File: src/design/distance_vector_route_table_top_defines.svh
// Assertion macros for the route table block
`ifndef DISTANCE_VECTOR_ROUTE_TABLE_TOP_DEFINES_SVH
`define DISTANCE_VECTOR_ROUTE_TABLE_TOP_DEFINES_SVH
`ifndef SYNTHESIS
`define DVRT_ASSERT_IMP(lbl, clk, rst_n, ante, cons) \
    lbl: assert property (@(posedge clk) disable iff (!rst_n) (ante) |-> (cons)) \
        else $error("dvrt: check failed");
`define DVRT_ASSERT_NXT(lbl, clk, rst_n, ante, cons) \
    lbl: assert property (@(posedge clk) disable iff (!rst_n) (ante) |=> (cons)) \
        else $error("dvrt: check failed");
`else
`define DVRT_ASSERT_IMP(lbl, clk, rst_n, ante, cons)
`define DVRT_ASSERT_NXT(lbl, clk, rst_n, ante, cons)
`endif
`endif

File: src/design/dvrt_pkg.sv
package dvrt_pkg;

    localparam int DEF_ROUTES     = 32;
    localparam int DEF_INTERFACES = 8;
    localparam int DEF_IGNORED    = 32;

    localparam int ADDR_W  = 32;
    localparam int PLEN_W  = 6;
    localparam int DIST_W  = 32;
    localparam int TIMER_W = 16;
    localparam int IDX_W   = 3;

    localparam logic [ADDR_W-1:0]  ALL_ONES    = 32'hffff_ffff;
    localparam logic [PLEN_W-1:0]  MAX_PLEN    = 6'd32;
    localparam logic [DIST_W-1:0]  RST_UNREACH = 32'd16;
    localparam logic [TIMER_W-1:0] RST_IF_TO   = 16'd5;
    localparam logic [TIMER_W-1:0] RST_DEL_TO  = 16'd5;

    localparam logic [1:0] REG_UNREACH     = 2'd0;
    localparam logic [1:0] REG_IF_TIMEOUT  = 2'd1;
    localparam logic [1:0] REG_DEL_TIMEOUT = 2'd2;

    typedef enum logic [1:0] {
        OP_ADD_IF = 2'd0,
        OP_ADVERT = 2'd1,
        OP_TICK   = 2'd2,
        OP_SEND   = 2'd3
    } t_op;

    typedef enum logic [4:0] {
        S_IDLE,
        S_ADD_IF,
        S_SD_SCAN,
        S_SD_WRITE,
        S_RA_IF,
        S_RA_SCAN,
        S_RA_DEC,
        S_IG_SCAN,
        S_IG_END,
        S_RA_SUM,
        S_RA_SUM2,
        S_RA_WR_R,
        S_RA_WR_NR,
        S_TK_IF,
        S_MARK,
        S_AD_CHK,
        S_AD_FIRST,
        S_AD_EMIT0,
        S_AD_SCAN
    } t_state;

    typedef struct packed {
        t_op                operation;
        logic [ADDR_W-1:0]  address;
        logic [ADDR_W-1:0]  network;
        logic [PLEN_W-1:0]  prefix_len;
        logic [DIST_W-1:0]  distance;
        logic [IDX_W-1:0]   interface_index;
        logic               link_up;
    } t_item;

    typedef struct packed {
        logic [ADDR_W-1:0]  route_network;
        logic [PLEN_W-1:0]  route_prefix;
        logic [DIST_W-1:0]  route_distance;
        logic [ADDR_W-1:0]  destination;
        logic               last;
    } t_result;

    function automatic logic [ADDR_W-1:0] mask_of(input logic [PLEN_W-1:0] plen);
        if (plen == '0) begin
            return '0;
        end else if (plen >= MAX_PLEN) begin
            return ALL_ONES;
        end else begin
            return ALL_ONES << (MAX_PLEN - plen);
        end
    endfunction

    function automatic logic [PLEN_W-1:0] clamp_plen(input logic [PLEN_W-1:0] plen);
        return (plen > MAX_PLEN) ? MAX_PLEN : plen;
    endfunction

endpackage

File: src/design/dvrt_sat_unit.sv
module dvrt_sat_unit
    import dvrt_pkg::*;
(
    input  logic [DIST_W-1:0] i_a,
    input  logic [DIST_W-1:0] i_b,
    input  logic [DIST_W-1:0] i_limit,
    output logic [DIST_W-1:0] o_sum
);

    logic [DIST_W:0] sum;

    assign sum   = {1'b0, i_a} + {1'b0, i_b};
    assign o_sum = (sum >= {1'b0, i_limit}) ? i_limit : sum[DIST_W-1:0];

endmodule

File: config.mk
export PLATFORM = sky130hd
export DESIGN_NAME = dvrt_sat_unit
export DESIGN_NICKNAME = d
export VERILOG_FILES = /design/src/design/distance_vector_route_table_top_defines.svh /design/src/design/dvrt_pkg.sv /design/src/design/dvrt_sat_unit.sv
export SDC_FILE = /design/constraint.sdc
export NUM_CORES = 1
export LEC_CHECK = 0
export BUFFER_PORTS_ARGS = -buffer_cell sky130_fd_sc_hd__buf_2
export CORE_MARGIN = 3
export CORE_UTILIZATION = 52
export DETAILED_ROUTE_END_ITERATION = 8
export PLACE_DENSITY_LB_ADDON = 0.1
export REMOVE_ABC_BUFFERS = 1
export SLEW_MARGIN = 20
export SYNTH_ARGS = -nofsm -noshare
export SYNTH_HDL_FRONTEND = slang
export SYNTH_SLANG_ARGS = --single-unit
File: constraint.sdc
create_clock -name vclk -period 9.89
set_input_delay 1.978 -clock vclk [all_inputs]
set_output_delay 1.978 -clock vclk [all_outputs]
set_load 0.005 [all_outputs]
==> results of run 1 <==
worst max-delay path: stages:
cell	delay (ns)
buf_2	0.10
ha_1	0.35
a21o_1	0.21
a31o_2	0.24
o21ai_0	0.32
a31oi_1	0.26
o21ai_1	0.36
a31oi_1	0.27
nor4b_1	0.39
nor3_1	0.10
ha_1	0.30
nand2_1	0.06
o21ai_0	0.07
a2111oi_1	0.50
o211ai_1	0.18
o31ai_1	0.28
nand4_1	0.36
nor2_4	0.19
buf_4	0.30
mux2_2	0.37
buf_2	0.13
cells by family (layout without fill, tap and decap cells):
kind of cell             Yosys count  after routing  share of synthesized area
AND/OR/NAND/NOR                  107            107                     0.1953
buffers and inverters             51            174                    0.06767
multiplexers                      28             28                     0.1264
adder cells (fa/ha/maj)           65             65                     0.2674
AO/OA/AOI/OAI                    132            132                     0.2862
XOR/XNOR                          20             20                    0.05707
routing by layer:
metal / vias to the layer above / part of all wire / routed length (um) / track usage
met5: - / 0 / 0 / 0
met4: 0 / 0.0076 / 65 / 0.02229
met3: 6 / 0.066 / 566 / 0.02083
met2: 140 / 0.46 / 3879 / 0.4038
met1: 1583 / 0.47 / 4000 / 0.3236
li1: 1779 / - / - / -
what timing repair did:
item,in CTS,in global routing
hold endpoints to repair,0,0
setup endpoints to repair,0,17
gates resized for setup,0,1
power breakdown:
group	leakage [nW]	switching, mW	internal (mW)
clock	0	0	0
sequential	0	0	0
combinational	2.09	0.171	0.169
area by class of cell:
cell class / instances / area, um2 / area share
Multi-Input combinational cell: 352 / 2861 / 0.7585
Tap cell: 72 / 90.09 / 0.02388
Timing Repair Buffer: 130 / 655.6 / 0.1738
Inverter: 44 / 165.2 / 0.04378
cell usage after synthesis, types with 3 or more instances:
cell type	count
o41ai_1	3
nor2_1	31
nand3_1	6
mux2_4	20
inv_1	44
xor2_1	9
xnor2_1	11
and3_1	5
a21oi_1	29
o21ai_0	29
nor3_1	11
nand2_1	17
mux2_2	6
a21o_1	21
ha_1	64
a211oi_1	6
a31oi_1	4
o31ai_1	6
o21a_1	5
o211ai_1	5
clkbuf_1	4
nor4_1	4
nand4_1	9
and4_1	3
final timing paths:
kind | from | slack [ns] | endpoint | cells past startpoint
min | i_limit[14] | 4.26 | o_sum[14] | 3
max | i_a[4] | 0.59 | o_sum[5] | 21
metrics by stage:
step / hold WS [ns] / setup WS (ns)
3_3_place_gp: 4.262 / 0.7559
4_1_cts: 4.265 / 0.4788
6_report: 4.262 / 0.5902
2_1_floorplan: 4.071 / 1.347
3_5_place_dp: 4.265 / 0.5132
5_1_grt: 4.279 / 0.07475
==> metrics.md, run 1 <==
| Metric | Value |
|---|---|
| Setup Fix Bufs, Post-CTS | `0` |
| Fraction of layout instances using a drive strength above 1 | `0.3175` |
| Status | `finished, final reports clean` |
| Crit. End Element | `output pin` |
| Worst-path maximum fanout | `16` |
| Worst rel slew slack | `0.5547` |
| Vias in the first global route | `3,320` |
| Fillcell total | `477` |
| Slew @ Worst Pin | `0.6511 ns` |
| Initial antenna violation count | `0` |
| DR pass1 iterations | `5` |
| Nets | `689` |
| Unrepaired setup endpoints after global routing | `false` |
| Area Overhead vs Synth | `22.91%` |
| Top cell type's share of synthesized area | `0.2609` |
| CP required | `7.91 ns` |
| Sequential-to-total area share from yosys stat | `0` |
| Final design utilization | `0.6727` |
| Routed wire per std cell | `14.23 um` |
| Largest net degree at the start of global routing | `17` |
| Critical path type | `in2out` |
| Max-cap violations | `0` |
| Num ports | `128` |
| Input/output buffers | `128` |
| Total die area | `6860 um2` |
| Fin area | `3772 um2` |
| All-layer global routing usage | `0.2330` |
| Synth area leaders | `ha_1 26%, mux2_4 9.8%, inv_1 5.4%` |
| Crit path DAT | `7.32 ns` |
| Fmax | `107.5 MHz` |
| Cells after DPL | `598` |
| Clkbuf count | `0` |
| ANT nets after route | `0` |
| Fin crit period | `9.300 ns` |
| Synth Instances | `403` |
| Commonest non-fill, non-tap cell in the layout | `buf_2` |
| Cell taking the most area after synthesis | `ha_1` |
| FFs & Latches | `0` |
| DIE HEIGHT | `82.83 um` |
| Antenna diodes | `0` |
| Setup violations, final | `0` |
| Final Total Pwr | `0.3400 mW` |
| TNS Setup | `0 ns` |
| Routability congestion estimate | `0.9275` |
| DRC errors left | `0` |
| Fin. Hold Viols | `0` |
| Core area | `5608 um2` |
| Final Max Tran Viols | `0` |
| Power Density | `90.14 nW/um2` |
| GR Overflow Total | `0` |
| Total Routed Length | `8512 um` |
| Max IR drop VDD | `0.00004810 V` |
| Worst hold path class | `in2out` |
| Chip Width | `82.83 um` |
| Post-DP Area | `3772 um2` |
| Cell Area, Synth | `3069 um2` |
| Syn Area/Cell | `7.616 um2` |
| Total number of yosys warnings | `0` |
| Worst Setup Start Kind | `input port` |
| Hold-fix buffers at CTS | `0` |
| Vias/cell | `5.866` |
| # rows | `27` |
| P_leak | `2.086 nW` |
| Detailed router's first-iteration violation count | `160` |
| Via count | `3,508` |
| Synth unique cells | `64` |
| HPWL after detailed placement | `7389 um` |
| First-pass GRT wire length | `14,350 um` |
| Period utilization | `0.9403` |
| Final std cells w/o fill | `598` |
| Initial Utilization | `0.5473` |
| Commonest cells after routing, fill and taps aside | `128 x buf_2, 64 x ha_1, 44 x inv_1` |
| Register Area | `0 um2` |
No activity file was read; power rests on OpenSTA's default activity.
==> run 2, diff against run 1 <==
--- a/config.mk
+++ b/config.mk
@@ -6,8 +6,10 @@
 export NUM_CORES = 1
 export LEC_CHECK = 0
 export BUFFER_PORTS_ARGS = -buffer_cell sky130_fd_sc_hd__buf_2
+export CELL_PAD_IN_SITES_DETAIL_PLACEMENT = 1
+export CELL_PAD_IN_SITES_GLOBAL_PLACEMENT = 1
 export CORE_MARGIN = 3
-export CORE_UTILIZATION = 52
+export CORE_UTILIZATION = 36
 export DETAILED_ROUTE_END_ITERATION = 8
 export PLACE_DENSITY_LB_ADDON = 0.1
 export REMOVE_ABC_BUFFERS = 1
==> metrics.md, run 2 (same netlist as run 1, synthesis figures left out) <==
| Metric | Value |
|---|---|
| Hold-fix buffers at CTS | `0` |
| Fin crit period | `9.361 ns` |
| Reg power frac | `0` |
| Comb pwr share | `1.000` |
| Initial Utilization | `0.3717` |
| Detailed router's first-iteration violation count | `66` |
| Register Area | `0 um2` |
| Input/output buffers | `128` |
| Clock power share | `0` |
| Num ports | `128` |
| All-layer global routing usage | `0.2082` |
| Internal power | `0.1731 mW` |
| Critical Path Slowest Stage Cell | `a2111oi_1` |
| GR Overflow Total | `0` |
| Period utilization | `0.9465` |
| CP Cell Sequence | `buf_2 > ha_1 > fa_1 > a21o_1 > a221oi_4 > nor4_2 > o31ai_1 > a31oi_1 > mux2i_1 > o2111ai_1 > ha_1 > a21oi_1 > o21ai_0 > a2111oi_1 > o211ai_1 > o31ai_1 > nand4_1 > nor2_4 > buf_4 > mux2_2 > buf_2` |
| Antenna diodes | `0` |
| Critical path type | `in2out` |
| Chip Width | `98.34 um` |
| Worst Setup Start Kind | `input port` |
| Worst hold slack | `4.262 ns` |
| Fillcell total | `1,088` |
| First-pass GRT wire length | `17,350 um` |
| DR pass1 iterations | `4` |
| Final design utilization | `0.4665` |
| ANT nets after route | `0` |
| # rows | `33` |
| Fmax | `106.8 MHz` |
| Vias/cell | `5.569` |
| Setup WS pre-CTS | `0.4425 ns` |
| Worst hold path class | `in2out` |
| CP peak stage delay | `0.46 ns` |
| DIE HEIGHT | `98.34 um` |
| Routed wire per std cell | `16.07 um` |
| Final Max Tran Viols | `0` |
| Unrepaired setup endpoints after global routing | `false` |
| Vias in the first global route | `3,686` |
| FFs & Latches | `0` |
| Crit path DAT | `7.38 ns` |
| Max-cap violations | `0` |
| Slew @ Worst Pin | `0.9204 ns` |
| Core area | `8258 um2` |
| Max IR drop VDD | `0.00004646 V` |
| P_leak | `2.102 nW` |
| Nets | `691` |
| Total Routed Length | `10,180 um` |
| Setup violations, final | `0` |
| Total die area | `9670 um2` |
| Initial antenna violation count | `0` |
| Power Density | `91.75 nW/um2` |
| Switch share | `0.5102` |
| Crit. End Element | `output pin` |
| Worst-path maximum fanout | `9` |
| HPWL after detailed placement | `9117 um` |
| Area Overhead vs Synth | `25.52%` |
| DRC errors left | `0` |
| Worst hold start | `i_limit[14]` |
| Status | `finished, final reports clean` |
| Clkbuf count | `0` |
| Commonest non-fill, non-tap cell in the layout | `buf_2` |
| Setup Fix Bufs, Post-CTS | `0` |
| Routability congestion estimate | `0.9224` |
| Worst rel slew slack | `0.3705` |
| CP required | `7.91 ns` |
| Largest net degree at the start of global routing | `15` |
| Critical path destination | `o_sum[6]` |
| Commonest cells after routing, fill and taps aside | `128 x buf_2, 64 x ha_1, 44 x inv_1` |
| Fin. Hold Viols | `0` |
| Final Worst Setup Slack | `0.5289 ns` |
| Fraction of layout instances using a drive strength above 1 | `0.3201` |
| Net Sw Power | `0.1804 mW` |
| CP Launch Point | `i_a[0]` |
| TNS Setup | `0 ns` |
| Via count | `3,525` |
[run 2: cell count changes in the layout (fill, tap and decap cells not counted), sizes merged]
cell / delta
buf: +2
[run 2: area by class of cell]
| cell class | count | area [um2] | area share |
|---|---|---|---|
| inverter | 44 | 165.2 | 0.04287 |
| timing repair buffer | 132 | 683.2 | 0.1773 |
| multi-input combinational | 352 | 2873 | 0.7457 |
| tap | 105 | 131.4 | 0.03410 |
[run 2: power groups by stage]
stage	Combinational [mW]	Sequential, mW	Clock [mW]
after floorplan	0.233	0	0
after global routing	0.398	0	0
after global placement	0.345	0	0
after detailed placement	0.353	0	0
final	0.353	0	0
after CTS	0.355	0	0
[run 2: timing repair]
action                                 in CTS  in global routing
endpoints found under the hold margin       0                  0
setup endpoints to repair                   0                 25
gates resized for setup                     0                  2
[run 2: layer usage]
metal / GRT usage / part of all wire / wire [um] / vias up
met5: 0 / 0 / 0 / -
met2: 0.3890 / 0.49 / 5007 / 86
met1: 0.2761 / 0.46 / 4638 / 1653
met3: 0.01214 / 0.049 / 498 / 2
met4: 0.007353 / 0.0030 / 31 / 0
li1: - / - / - / 1784
[run 2: critical path: cells and delay by family]
kind                     cells  cell delay [ns]
AND/OR/NAND/NOR              3             0.95
multiplexers                 2             0.54
adder cells (fa/ha/maj)      3             0.95
buffers and inverters        3             0.45
AO/OA/AOI/OAI               10             2.51
[run 2: per-stage QoR]
stage          cells  total power, mW  instance area [um2]
3_3_place_gp     633           0.3445                 3841
6_report         633           0.3535                 3852
3_5_place_dp     633           0.3529                 3841
5_1_grt          633           0.3979                 3852
4_1_cts          633           0.3553                 3841
2_1_floorplan    396           0.2334                 3027
[run 2: how the worst min path moves through the flow]
stage	end	cells past startpoint
after global placement	o_sum[13]	3
after CTS	o_sum[14]	3
after floorplan	o_sum[2]	2
final	o_sum[14]	3
after detailed placement	o_sum[14]	3
after global routing	o_sum[14]	3
==> run 3, diff against run 2 <==
--- a/config.mk
+++ b/config.mk
@@ -11,6 +11,7 @@
 export CORE_MARGIN = 3
 export CORE_UTILIZATION = 36
 export DETAILED_ROUTE_END_ITERATION = 8
+export MAX_ROUTING_LAYER = met4
 export PLACE_DENSITY_LB_ADDON = 0.1
 export REMOVE_ABC_BUFFERS = 1
 export SLEW_MARGIN = 20
==> metrics.md, run 3 (same netlist as run 1, synthesis figures left out) <==
| Metric | Value |
|---|---|
| Status | `finished, final reports clean` |
| WL met2 | `5156 um` |
| Worst rel slew slack | `0.4176` |
| # rows | `33` |
| DR WL met3 | `441 um` |
| Fillcell total | `1,098` |
| Highest metal used | `met4` |
| Detailed router's first-iteration violation count | `81` |
| Fin crit period | `9.301 ns` |
| CP peak stage delay | `0.46 ns` |
| All-layer global routing usage | `0.2126` |
| Commonest cells after routing, fill and taps aside | `128 x buf_2, 64 x ha_1, 44 x inv_1` |
| Setup WS pre-CTS | `0.4760 ns` |
| HPWL after detailed placement | `9177 um` |
| Antenna diodes | `0` |
| Critical Path Slowest Stage Cell | `a2111oi_1` |
| Hold depth | `3` |
| Max IR drop VDD | `0.00004543 V` |
| Vias/cell | `5.630` |
| Delay-heaviest family, CP | `compound AO/OA/AOI/OAI gates` |
| Total die area | `9670 um2` |
| DR pass1 iterations | `4` |
| Crit. End Element | `output pin` |
| Critical path type | `in2out` |
| Total Routed Length | `10,360 um` |
| Nets | `693` |
| Initial Utilization | `0.3717` |
| Routed wire per std cell | `16.32 um` |
| Largest net degree at the start of global routing | `15` |
| Crit path DAT | `7.32 ns` |
| Clkbuf count | `0` |
| Setup Fix Bufs, Post-CTS | `0` |
| Max-cap violations | `0` |
| Via count | `3,575` |
| Final std cells w/o fill | `635` |
| Num ports | `128` |
| Cells after DPL | `632` |
| Worst hold endpoint | `o_sum[30]` |
| Gates resized, CTS repair | `0` |
| CP required | `7.91 ns` |
| Fraction of layout instances using a drive strength above 1 | `0.3226` |
| Core area | `8258 um2` |
| Worst Setup Start Kind | `input port` |
| Area Overhead vs Synth | `25.23%` |
| First-pass GRT wire length | `17,190 um` |
| CP Cell Sequence | `buf_2 > ha_1 > fa_1 > a21o_1 > a221oi_2 > nor4_2 > o31ai_1 > a31oi_1 > mux2i_1 > o2111ai_1 > ha_1 > a21oi_1 > o21ai_0 > a2111oi_1 > o211ai_1 > o31ai_1 > nand4_1 > buf_4 > nor2_4 > buf_4 > mux2_4 > buf_2` |
| Worst hold slack | `4.264 ns` |
| Setup violations, final | `0` |
| Register Area | `0 um2` |
| Input/output buffers | `128` |
| Commonest non-fill, non-tap cell in the layout | `buf_2` |
| Vias in the first global route | `3,748` |
| CP Launch Point | `i_a[0]` |
| Fin area | `3844 um2` |
| Routability congestion estimate | `0.8457` |
| Chip Width | `98.34 um` |
| Worst-path maximum fanout | `14` |
| Fin. Hold Viols | `0` |
| TNS Setup | `0 ns` |
| Initial antenna violation count | `0` |
| P_leak | `2.106 nW` |
| Slew @ Worst Pin | `0.8516 ns` |
| Worst hold path class | `in2out` |
| Final Worst Setup Slack | `0.5892 ns` |
| Unrepaired setup endpoints after global routing | `false` |
| DRC errors left | `0` |
| Fmax | `107.5 MHz` |
| FFs & Latches | `0` |
| GR Overflow Total | `0` |
| Power Density | `92.72 nW/um2` |
| Hold-fix buffers at CTS | `0` |
| ANT nets after route | `0` |
| Met1 Wirelength | `4557 um` |
| Period utilization | `0.9404` |
| Post-DP Area | `3821 um2` |
| Crit path buf inv count | `4` |
| Final Max Tran Viols | `0` |
| Worst hold start | `i_limit[30]` |
| DIE HEIGHT | `98.34 um` |
-- run 3: power breakdown --
part | leakage, nW | total, mW | switching [mW] | internal [mW]
logic | 2.11 | 0.356 | 0.183 | 0.174
clock network | 0 | 0 | 0 | 0
registers | 0 | 0 | 0 | 0
-- run 3: per-layer routing --
metal	up-vias	global-route usage
met4	0	0.03571
li1	1780	-
met3	16	0.01286
met2	87	0.3843
met5	-	-
met1	1692	0.2632
-- run 3: how the worst max path moves through the flow --
| stage | slack (ns) | end | cells after the start |
|---|---|---|---|
| after CTS | 0.46 | o_sum[27] | 20 |
| final | 0.59 | o_sum[26] | 22 |
| after global placement | 0.66 | o_sum[27] | 21 |
| after detailed placement | 0.48 | o_sum[27] | 20 |
| after global routing | 0.08 | o_sum[26] | 23 |
| after floorplan | 1.35 | o_sum[1] | 18 |
-- run 3: per-stage QoR --
stage                     total power, mW    util
after detailed placement           0.3523  0.4627
after floorplan                    0.2334       -
after CTS                          0.3548  0.4627
after global routing               0.3984  0.4655
final                              0.3564  0.4655
after global placement             0.3437  0.4627
-- run 3: layout make-up --
cell class,instances,area (um2),area share
well taps,105,131.4,0.03418
multi-input cells,352,2861,0.7445
repair buffers,134,685.7,0.1784
inverters,44,165.2,0.04297
-- run 3: worst min-delay path: stages --
cell	delay (ns)
buf_2	0.09
mux2_4	0.12
buf_2	0.10
